--- src/rtl/core/assert_macros.svh ---
// assertion macros shared by the sleep timer table rtl
`ifndef ASSERT_MACROS_SVH
`define ASSERT_MACROS_SVH

// same-cycle implication, disabled during reset
`define STT_ASSERT_IMP(name, clk, rst_n, ante, cons) \
    name: assert property (@(posedge clk) disable iff (!rst_n) (ante) |-> (cons)) \
        else $error("sleep timer table check failed");

// next-cycle implication, disabled during reset
`define STT_ASSERT_NEXT(name, clk, rst_n, ante, cons) \
    name: assert property (@(posedge clk) disable iff (!rst_n) (ante) |=> (cons)) \
        else $error("sleep timer table check failed");

`endif

--- src/rtl/core/stt_pkg.sv ---
// sleep timer table package: field widths, microcode types and program rom
`default_nettype none

package stt_pkg;

    localparam int DUR_W  = 32;
    localparam int TASK_W = 16;
    localparam int UP_W   = 64;
    localparam int STEP_W = 4;

    localparam logic OP_ADD    = 1'b0;
    localparam logic OP_ELAPSE = 1'b1;

    localparam logic [DUR_W-1:0] CAP_RESET = 32'd5;

    typedef logic [STEP_W-1:0] step_t;

    // program addresses
    localparam step_t S_IDLE    = 4'd0;
    localparam step_t S_DISP    = 4'd1;
    localparam step_t S_ADD     = 4'd2;
    localparam step_t S_ELSTART = 4'd3;
    localparam step_t S_RD      = 4'd4;
    localparam step_t S_EVAL    = 4'd5;
    localparam step_t S_WAKE    = 4'd6;
    localparam step_t S_LOOP    = 4'd7;
    localparam step_t S_FINAL   = 4'd8;

    typedef enum logic [2:0] {
        ACT_NONE,
        ACT_ACCEPT,
        ACT_ADD,
        ACT_EL_INIT,
        ACT_READ,
        ACT_EVAL,
        ACT_EMIT_WAKE,
        ACT_EMIT_FINAL
    } act_t;

    typedef enum logic [2:0] {
        C_ALWAYS,
        C_IN_VALID,
        C_OP_ADD,
        C_CNT_ZERO,
        C_EXP_WAKE,
        C_OUT_FREE,
        C_LEFT_ZERO
    } cond_t;

    typedef struct packed {
        act_t  act;
        cond_t cond;
        step_t tgt_true;
        step_t tgt_false;
    } uword_t;

    typedef struct packed {
        logic [DUR_W-1:0]  rem;
        logic              wake;
        logic [TASK_W-1:0] task_id;
    } entry_t;

    function automatic uword_t ucode_rom(input step_t s);
        uword_t w;
        unique case (s)
            S_IDLE:    w = '{ACT_ACCEPT,     C_IN_VALID,  S_DISP,  S_IDLE};
            S_DISP:    w = '{ACT_NONE,       C_OP_ADD,    S_ADD,   S_ELSTART};
            S_ADD:     w = '{ACT_ADD,        C_ALWAYS,    S_FINAL, S_FINAL};
            S_ELSTART: w = '{ACT_EL_INIT,    C_CNT_ZERO,  S_FINAL, S_RD};
            S_RD:      w = '{ACT_READ,       C_ALWAYS,    S_EVAL,  S_EVAL};
            S_EVAL:    w = '{ACT_EVAL,       C_EXP_WAKE,  S_WAKE,  S_LOOP};
            S_WAKE:    w = '{ACT_EMIT_WAKE,  C_OUT_FREE,  S_LOOP,  S_WAKE};
            S_LOOP:    w = '{ACT_NONE,       C_LEFT_ZERO, S_FINAL, S_RD};
            S_FINAL:   w = '{ACT_EMIT_FINAL, C_OUT_FREE,  S_IDLE,  S_FINAL};
            default:   w = '{ACT_NONE,       C_ALWAYS,    S_IDLE,  S_IDLE};
        endcase
        return w;
    endfunction

endpackage

`default_nettype wire

--- src/rtl/core/stt_if.sv ---
// valid/ready channel interfaces for timer requests and results
`default_nettype none

interface stt_in_if import stt_pkg::*; ();
    logic              valid;
    logic              ready;
    logic              operation;
    logic [DUR_W-1:0]  duration_ms;
    logic [TASK_W-1:0] task_id;
    logic              wake_on_expiry;

    modport source (output valid, operation, duration_ms, task_id, wake_on_expiry,
                    input ready);
    modport sink   (input valid, operation, duration_ms, task_id, wake_on_expiry,
                    output ready);
endinterface

interface stt_out_if import stt_pkg::*; ();
    logic              valid;
    logic              ready;
    logic              wake_valid;
    logic [TASK_W-1:0] wake_task;
    logic [DUR_W-1:0]  next_period_ms;
    logic [UP_W-1:0]   uptime_ms;
    logic              table_full;
    logic              last;

    modport source (output valid, wake_valid, wake_task, next_period_ms, uptime_ms,
                    table_full, last, input ready);
    modport sink   (input valid, wake_valid, wake_task, next_period_ms, uptime_ms,
                    table_full, last, output ready);
endinterface

`default_nettype wire

--- src/rtl/core/sleep_timer_table_top.sv ---
// sleep timer table: microcoded sequencer over a circular entry memory
//
//   channel   dir   handshake     word
//   in_ch     in    valid/ready   operation, duration_ms, task_id, wake_on_expiry
//   out_ch    out   valid/ready   wake_valid, wake_task, next_period_ms, uptime_ms,
//                                 table_full, last
//   cfg       in    cfg_we        cfg_wdata -> max_timer_period
//
// add: the program steps through accept, dispatch and add, then emits the final word.
// elapse: the entry memory has one read and one write port, and after an init step each
// live entry takes a read, an evaluate and a loop step, plus a wake step when it wakes.
// reset clears the count, uptime and sequencer; the memory is not cleared.
// an output stall holds the sequencer in its emit step until the previous word is taken.
`default_nettype none
`include "assert_macros.svh"

module sleep_timer_table_top import stt_pkg::*; #(
    parameter int TABLE_DEPTH = 16
) (
    input  wire logic             clk,
    input  wire logic             rst_n,
    input  wire logic             cfg_we,
    input  wire logic [DUR_W-1:0] cfg_wdata,
    stt_in_if.sink                in_ch,
    stt_out_if.source             out_ch
);

    localparam int IDX_W = (TABLE_DEPTH > 1) ? $clog2(TABLE_DEPTH) : 1;
    localparam int CNT_W = $clog2(TABLE_DEPTH + 1);
    localparam int SUM_W = CNT_W + 1;

    typedef logic [IDX_W-1:0] idx_t;
    typedef logic [CNT_W-1:0] cnt_t;

    // base + count (minus one), wrapped into the circular table
    function automatic idx_t wrap_sum(input idx_t b, input cnt_t c, input logic minus_one);
        logic [SUM_W-1:0] s;
        s = SUM_W'(b) + SUM_W'(c) - SUM_W'(minus_one);
        if (s >= SUM_W'(TABLE_DEPTH))
            s = s - SUM_W'(TABLE_DEPTH);
        return s[IDX_W-1:0];
    endfunction

    function automatic idx_t wrap_dec(input idx_t i);
        return (i == '0) ? IDX_W'(TABLE_DEPTH - 1) : i - 1'b1;
    endfunction

    // sequencer and control
    step_t             step_reg;
    logic [DUR_W-1:0]  cap_reg;
    cnt_t              count_reg;
    cnt_t              left_reg;
    idx_t              base_reg;
    idx_t              rd_ptr_reg;
    idx_t              wr_ptr_reg;
    logic [DUR_W-1:0]  min_reg;
    logic [UP_W-1:0]   uptime_reg;
    logic              full_reg;
    logic              out_valid_reg;

    // latched request and memory read data
    logic              op_reg;
    logic [DUR_W-1:0]  dur_reg;
    logic [TASK_W-1:0] task_reg;
    logic              wake_in_reg;
    entry_t            rd_data_reg;

    // output word
    logic              o_wake_reg;
    logic [TASK_W-1:0] o_task_reg;
    logic [DUR_W-1:0]  o_period_reg;
    logic [UP_W-1:0]   o_uptime_reg;
    logic              o_full_reg;
    logic              o_last_reg;

    entry_t            mem [TABLE_DEPTH];

    uword_t            uw;
    step_t             step_next;
    logic              cond_true;
    logic              accept;
    logic              out_free;
    logic              expired;
    logic              is_full;
    idx_t              add_idx;
    idx_t              top_idx;
    logic [DUR_W-1:0]  survive_rem;
    logic [DUR_W-1:0]  next_period;
    logic              mem_we;
    idx_t              mem_waddr;
    entry_t            mem_wdata;

    assign uw          = ucode_rom(step_reg);
    assign in_ch.ready = (uw.act == ACT_ACCEPT);
    assign accept      = in_ch.valid && in_ch.ready;
    assign out_free    = !out_valid_reg || out_ch.ready;
    assign expired     = (rd_data_reg.rem <= dur_reg);
    assign is_full     = (count_reg == CNT_W'(TABLE_DEPTH));
    assign add_idx     = wrap_sum(base_reg, count_reg, 1'b0);
    assign top_idx     = wrap_sum(base_reg, count_reg, 1'b1);
    assign survive_rem = rd_data_reg.rem - dur_reg;
    assign next_period = (count_reg == '0) ? cap_reg :
                         ((min_reg < cap_reg) ? min_reg : cap_reg);

    always_comb
    begin
        unique case (uw.cond)
            C_ALWAYS:    cond_true = 1'b1;
            C_IN_VALID:  cond_true = in_ch.valid;
            C_OP_ADD:    cond_true = (op_reg == OP_ADD);
            C_CNT_ZERO:  cond_true = (count_reg == '0);
            C_EXP_WAKE:  cond_true = expired && rd_data_reg.wake;
            C_OUT_FREE:  cond_true = out_free;
            C_LEFT_ZERO: cond_true = (left_reg == '0);
            default:     cond_true = 1'b0;
        endcase
        step_next = cond_true ? uw.tgt_true : uw.tgt_false;
    end

    always_comb
    begin
        mem_we    = 1'b0;
        mem_waddr = add_idx;
        mem_wdata = '{rem: dur_reg, wake: wake_in_reg, task_id: task_reg};
        if (uw.act == ACT_ADD)
        begin
            mem_we = !is_full;
        end
        else if (uw.act == ACT_EVAL)
        begin
            // survivors are packed downward from the old top entry
            mem_we    = !expired;
            mem_waddr = wr_ptr_reg;
            mem_wdata = '{rem: survive_rem, wake: rd_data_reg.wake,
                          task_id: rd_data_reg.task_id};
        end
    end

    always_ff @(posedge clk)
    begin
        if (mem_we)
            mem[mem_waddr] <= mem_wdata;
        if (uw.act == ACT_READ)
            rd_data_reg <= mem[rd_ptr_reg];
    end

    always_ff @(posedge clk or negedge rst_n)
    begin
        if (!rst_n)
        begin
            step_reg      <= S_IDLE;
            cap_reg       <= CAP_RESET;
            count_reg     <= '0;
            left_reg      <= '0;
            base_reg      <= '0;
            rd_ptr_reg    <= '0;
            wr_ptr_reg    <= '0;
            min_reg       <= '1;
            uptime_reg    <= '0;
            full_reg      <= 1'b0;
            out_valid_reg <= 1'b0;
        end
        else
        begin
            if (cfg_we)
                cap_reg <= cfg_wdata;
            step_reg <= step_next;
            if ((uw.act == ACT_EMIT_WAKE || uw.act == ACT_EMIT_FINAL) && out_free)
                out_valid_reg <= 1'b1;
            else if (out_ch.ready)
                out_valid_reg <= 1'b0;
            unique case (uw.act)
                ACT_ADD:
                begin
                    full_reg <= is_full;
                    if (!is_full)
                    begin
                        count_reg <= count_reg + 1'b1;
                        if (count_reg == '0 || dur_reg < min_reg)
                            min_reg <= dur_reg;
                    end
                end
                ACT_EL_INIT:
                begin
                    uptime_reg <= uptime_reg + UP_W'(dur_reg);
                    count_reg  <= '0;
                    left_reg   <= count_reg;
                    rd_ptr_reg <= top_idx;
                    wr_ptr_reg <= top_idx;
                    min_reg    <= '1;
                    full_reg   <= 1'b0;
                end
                ACT_EVAL:
                begin
                    left_reg   <= left_reg - 1'b1;
                    rd_ptr_reg <= wrap_dec(rd_ptr_reg);
                    if (!expired)
                    begin
                        wr_ptr_reg <= wrap_dec(wr_ptr_reg);
                        base_reg   <= wr_ptr_reg;
                        count_reg  <= count_reg + 1'b1;
                        if (survive_rem < min_reg)
                            min_reg <= survive_rem;
                    end
                end
                ACT_NONE, ACT_ACCEPT, ACT_READ, ACT_EMIT_WAKE, ACT_EMIT_FINAL:
                begin
                end
            endcase
        end
    end

    always_ff @(posedge clk)
    begin
        if (accept)
        begin
            op_reg      <= in_ch.operation;
            dur_reg     <= in_ch.duration_ms;
            task_reg    <= in_ch.task_id;
            wake_in_reg <= in_ch.wake_on_expiry;
        end
        if (uw.act == ACT_EMIT_WAKE && out_free)
        begin
            o_wake_reg   <= 1'b1;
            o_task_reg   <= rd_data_reg.task_id;
            o_period_reg <= '0;
            o_uptime_reg <= uptime_reg;
            o_full_reg   <= 1'b0;
            o_last_reg   <= 1'b0;
        end
        else if (uw.act == ACT_EMIT_FINAL && out_free)
        begin
            o_wake_reg   <= 1'b0;
            o_task_reg   <= '0;
            o_period_reg <= next_period;
            o_uptime_reg <= uptime_reg;
            o_full_reg   <= full_reg;
            o_last_reg   <= 1'b1;
        end
    end

    assign out_ch.valid          = out_valid_reg;
    assign out_ch.wake_valid     = o_wake_reg;
    assign out_ch.wake_task      = o_task_reg;
    assign out_ch.next_period_ms = o_period_reg;
    assign out_ch.uptime_ms      = o_uptime_reg;
    assign out_ch.table_full     = o_full_reg;
    assign out_ch.last           = o_last_reg;

    `STT_ASSERT_NEXT(a_accept_dispatch, clk, rst_n, accept, step_reg == S_DISP)
    `STT_ASSERT_IMP(a_wake_word_shape, clk, rst_n, out_valid_reg && o_wake_reg,
        o_period_reg == '0 && !o_last_reg && !o_full_reg)
    `STT_ASSERT_NEXT(a_full_add_keeps, clk, rst_n, uw.act == ACT_ADD && is_full,
        count_reg == CNT_W'(TABLE_DEPTH) && full_reg)
    `STT_ASSERT_IMP(a_eval_has_entry, clk, rst_n, uw.act == ACT_EVAL, left_reg != '0)

endmodule

`default_nettype wire

--- src/flat_wrapper.sv ---
// flat-port wrapper written by rule: the top's interface ports become plain ports
module sleep_timer_table_top_flat import stt_pkg::*;
#(
    parameter int TABLE_DEPTH = 16
)
  (clk, rst_n, cfg_we, cfg_wdata, in_ch_valid, in_ch_operation, in_ch_duration_ms, in_ch_task_id, in_ch_wake_on_expiry, in_ch_ready, out_ch_valid, out_ch_wake_valid, out_ch_wake_task, out_ch_next_period_ms, out_ch_uptime_ms, out_ch_table_full, out_ch_last, out_ch_ready);
  stt_in_if in_ch_i ();
  stt_out_if out_ch_i ();
  input  wire logic clk;
  input  wire logic rst_n;
  input  wire logic cfg_we;
  input  wire logic [DUR_W-1:0] cfg_wdata;
  input wire logic [$bits(in_ch_i.valid)-1:0] in_ch_valid;
  input wire logic [$bits(in_ch_i.operation)-1:0] in_ch_operation;
  input wire logic [$bits(in_ch_i.duration_ms)-1:0] in_ch_duration_ms;
  input wire logic [$bits(in_ch_i.task_id)-1:0] in_ch_task_id;
  input wire logic [$bits(in_ch_i.wake_on_expiry)-1:0] in_ch_wake_on_expiry;
  output wire logic [$bits(in_ch_i.ready)-1:0] in_ch_ready;
  output wire logic [$bits(out_ch_i.valid)-1:0] out_ch_valid;
  output wire logic [$bits(out_ch_i.wake_valid)-1:0] out_ch_wake_valid;
  output wire logic [$bits(out_ch_i.wake_task)-1:0] out_ch_wake_task;
  output wire logic [$bits(out_ch_i.next_period_ms)-1:0] out_ch_next_period_ms;
  output wire logic [$bits(out_ch_i.uptime_ms)-1:0] out_ch_uptime_ms;
  output wire logic [$bits(out_ch_i.table_full)-1:0] out_ch_table_full;
  output wire logic [$bits(out_ch_i.last)-1:0] out_ch_last;
  input wire logic [$bits(out_ch_i.ready)-1:0] out_ch_ready;
  assign in_ch_i.valid = in_ch_valid;
  assign in_ch_i.operation = in_ch_operation;
  assign in_ch_i.duration_ms = in_ch_duration_ms;
  assign in_ch_i.task_id = in_ch_task_id;
  assign in_ch_i.wake_on_expiry = in_ch_wake_on_expiry;
  assign in_ch_ready = in_ch_i.ready;
  assign out_ch_valid = out_ch_i.valid;
  assign out_ch_wake_valid = out_ch_i.wake_valid;
  assign out_ch_wake_task = out_ch_i.wake_task;
  assign out_ch_next_period_ms = out_ch_i.next_period_ms;
  assign out_ch_uptime_ms = out_ch_i.uptime_ms;
  assign out_ch_table_full = out_ch_i.table_full;
  assign out_ch_last = out_ch_i.last;
  assign out_ch_i.ready = out_ch_ready;
  sleep_timer_table_top #(.TABLE_DEPTH(TABLE_DEPTH)) u_core (.clk(clk), .rst_n(rst_n), .cfg_we(cfg_we), .cfg_wdata(cfg_wdata), .in_ch(in_ch_i), .out_ch(out_ch_i));
endmodule
--- config.mk ---
export PLATFORM = sky130hd
export DESIGN_NAME = sleep_timer_table_top_flat
export DESIGN_NICKNAME = d
export VERILOG_FILES = /design/src/rtl/core/stt_pkg.sv /design/src/rtl/core/stt_if.sv /design/src/rtl/core/sleep_timer_table_top.sv /design/src/flat_wrapper.sv
export VERILOG_INCLUDE_DIRS = /design/src /design/src/rtl/core
export SDC_FILE = /design/constraint.sdc
export NUM_CORES = 2
export LEC_CHECK = 0
export BUFFER_PORTS_ARGS = -buffer_cell sky130_fd_sc_hd__buf_2
export CORE_AREA = 2 2 286 288
export DETAILED_ROUTE_END_ITERATION = 16
export DIE_AREA = 0 0 288 290
export PLACE_DENSITY = 0.82
export SLEW_MARGIN = 20
export SYNTH_ARGS = -nofsm -noshare
export SYNTH_HDL_FRONTEND = slang
export SYNTH_SLANG_ARGS = --single-unit
--- constraint.sdc ---
create_clock -name clk -period 5.8 [get_ports clk]
set_input_delay 0.87 -clock clk [delete_from_list [all_inputs] [get_ports clk]]
set_output_delay 0.87 -clock clk [all_outputs]
set_load 0.01 [all_outputs]
==> flow_summary.json <==
{
  "status": "finished, final reports clean",
  "cts_setup_buffers": 0,
  "nNetsFinal": 3554,
  "synth.largest_area_cell": "edfxtp_1",
  "netlist_top_cells_count": "963 x edfxtp_1, 274 x nand2_1, 246 x mux4_2",
  "holdBufCountCts": 0,
  "post_cts_resize_count": 0,
  "cp_data_required_time_ns": 6.39,
  "met3_usage_pct": 4.58,
  "synth_edf_count": 963,
  "cts_num_sinks": 1154,
  "powerDensity_nw_per_um2": 515,
  "via_count": 28856,
  "syn_area_um2": 49500,
  "boundaryPins": 204,
  "power.total_uw": 28700,
  "arrival_ns": 5.92,
  "antenna_found_initial": 2,
  "cts_root_buf": "clkbuf_16",
  "skew_ns": 0.0424,
  "syn_avg_cell_area_um2": 16.3,
  "synth_top_area_share_pct": 58.4,
  "rsz0062_at_grt": "false",
  "clock_latency_ns": 0.69,
  "multi_input_area_um2": 15100,
  "end_kind": "register",
  "place.gp.congestion": 0.919,
  "fin_setup_tns_ns": 0,
  "remaining_drc_errors": 0,
  "place_hpwl_um": 70500,
  "crit_slowest_cell": "a21oi_1",
  "vias_per_cell": 6.50,
  "cp_cell_sequence": "ha_1, inv_1, fa_1, a211oi_1, o21ai_0, a21oi_1, nor3_1, nor2b_1, o32ai_1, a21oi_1, xnor2_1, ha_1, and4_1, a221oi_1, o32ai_1, a211oi_1, o2111a_1, o21a_1, buf_4, mux2i_1, o31a_1",
  "path_clk_slew_ns": 0.06,
  "die_w_um": 288,
  "async_flop_share_pct": 13.5,
  "grt_first_pass_wirelength_um": 184000,
  "fin_crit_ns": 5.33,
  "drv_slew": 0,
  "post_route_cells_drive_above_1_share_pct": 23.2,
  "yosysMostFrequentCell": "edfxtp_1",
  "ir_drop_mv": 0.408,
  "whs_ns": 0.165,
  "synth_cell_types": 86,
  "critPathKind": "register to register",
  "syn_inst": 3041,
  "grt_max_degree": 135,
  "start_kind": "register",
  "max_stage_delay_ns": 0.53,
  "grt_overflow": 0,
  "seq_area_frac_synth_pct": 67.8,
  "first_global_vias": 29589,
  "start_util_pct": 61.7,
  "maxCapViolCount": 0,
  "r2r_slack_ns": 0.47,
  "grt_use_met2_pct": 50.1,
  "largest_register_ff_count": 784,
  "drtIter0Drc": 3333,
  "grtUsageTotal_pct": 29.7,
  "final_area_um2": 55700,
  "top_usage_layer": "met2",
  "setup_ws_ns": 0.474,
  "use_met1_pct": 40.2,
  "synth-main-ff-cell": "edfxtp_1",
  "ys.warnings.count": 0,
  "clock.fmax_ghz": 0.188,
  "diodes": 0,
  "drt_first_pass_iters": 6,
  "leakagePower_uw": 0.0203,
  "routedWlPerCell_um": 27.5,
  "clock_path_buffers": 3,
  "cp_max_fo": 24,
  "fp.dieH_um": 290,
  "fill_cells": 4967,
  "finalCritPeriodShare_pct": 91.8,
  "syn2layout_area_growth_pct": 12.6,
  "coreArea_um2": 80200,
  "die_area_um2": 83500,
  "seq_area_um2": 33600,
  "pre_cts_ws_ns": 0.374,
  "slew_headroom_pct": 22.2,
  "synth_area_leaders": "edfxtp_1 58%, mux4_2 11%, dfrtp_1 6.2%",
  "numPortBuffers": 203,
  "ant_nets": 0,
  "worst_slew_pin_slew_ns": 1.16,
  "reg2regPathDepth": 21,
  "setup_viol": 0,
  "placed_area_um2": 52100,
  "hold_path.class": "primary input to asynchronous set/reset pin",
  "synth_seq_cells": 1154,
  "cts_made_buffers": 109,
  "htreeDepth": 3,
  "cts_tree": "built",
  "timing_hold_violations_final": 0,
  "syn_nets": 3303,
  "drt_wl_total_um": 122000,
  "rows": 104
}
## path summary, 6_finish.rpt
path,from,endpoint
min in group clk,in_ch_task_id[0],u_core.task_reg[0]$_DFFE_PP_
worst min-delay path,rst_n,u_core.cap_reg[9]$_DFFE_PN0P_
worst max register to register,u_core.dur_reg[0]$_DFFE_PP_,u_core.min_reg[27]$_DFFE_PN1P_
worst max-delay path,u_core.dur_reg[0]$_DFFE_PP_,u_core.min_reg[27]$_DFFE_PN1P_
worst min register to register,u_core.out_ch.next_period_ms[12]$_SDFFE_PP0P_,u_core.out_ch.next_period_ms[12]$_SDFFE_PP0P_
max in group asynchronous,rst_n,u_core.rd_ptr_reg[3]$_DFFE_PN0N_
## worst max-delay path, delay by kind of cell, from the launching register on
kind / cells / cell delay (ns)
adder cells (fa/ha/maj): 3 / 0.97
AND/OR/NAND/NOR: 3 / 0.50
XOR/XNOR: 1 / 0.22
flip-flops: 1 / 0.45
AO/OA/AOI/OAI: 11 / 2.57
buffers and inverters: 2 / 0.30
multiplexers: 1 / 0.22
## placed cells by master, fill, tap and decap left out, types with 75 or more instances in the layout
master,instances
edfxtp_1,963
o21ai_0,173
a21oi_1,104
mux4_2,246
inv_1,127
ha_1,172
nand2_1,272
clkbuf_16,111
dfrtp_1,118
buf_2,202
nor2_1,75
## layer usage
layer,wire (um),vias up
li1,-,12353
met1,46900,14728
met2,62000,1513
met3,9670,258
met4,3760,4
met5,23,-
## cell families after synthesis
kind of cell | after synthesis | share of synthesized area [%]
multiplexers | 306 | 12.5
AND/OR/NAND/NOR | 582 | 5.54
flip-flops | 1154 | 67.8
buffers and inverters | 248 | 1.95
AO/OA/AOI/OAI | 485 | 6.12
adder cells (fa/ha/maj) | 175 | 4.47
XOR/XNOR | 91 | 1.61
## stage by stage
step | std cells | utilization [%]
after floorplan | 3041 | -
after global placement | 4241 | 64.9
after detailed placement | 4241 | 64.9
after CTS | 4442 | 69.5
after global routing | 4442 | 69.5
final | 4442 | 69.5
## cell type report
class / instances / area share [%]
sequential: 1154 / 60.3
timing repair buffer: 260 / 2.83
clock inverter: 67 / 1.36
tap: 1060 / 2.38
inverter: 128 / 0.867
clock buffer: 134 / 5.14
multi-input combinational: 1639 / 27.1
## report_power, final
group          switching, uW  internal [uW]  total, uW
sequential               984          10700      11700
combinational           5580           4170       9750
clock                   3130           4110       7240
No activity file was read; power rests on OpenSTA's default activity.
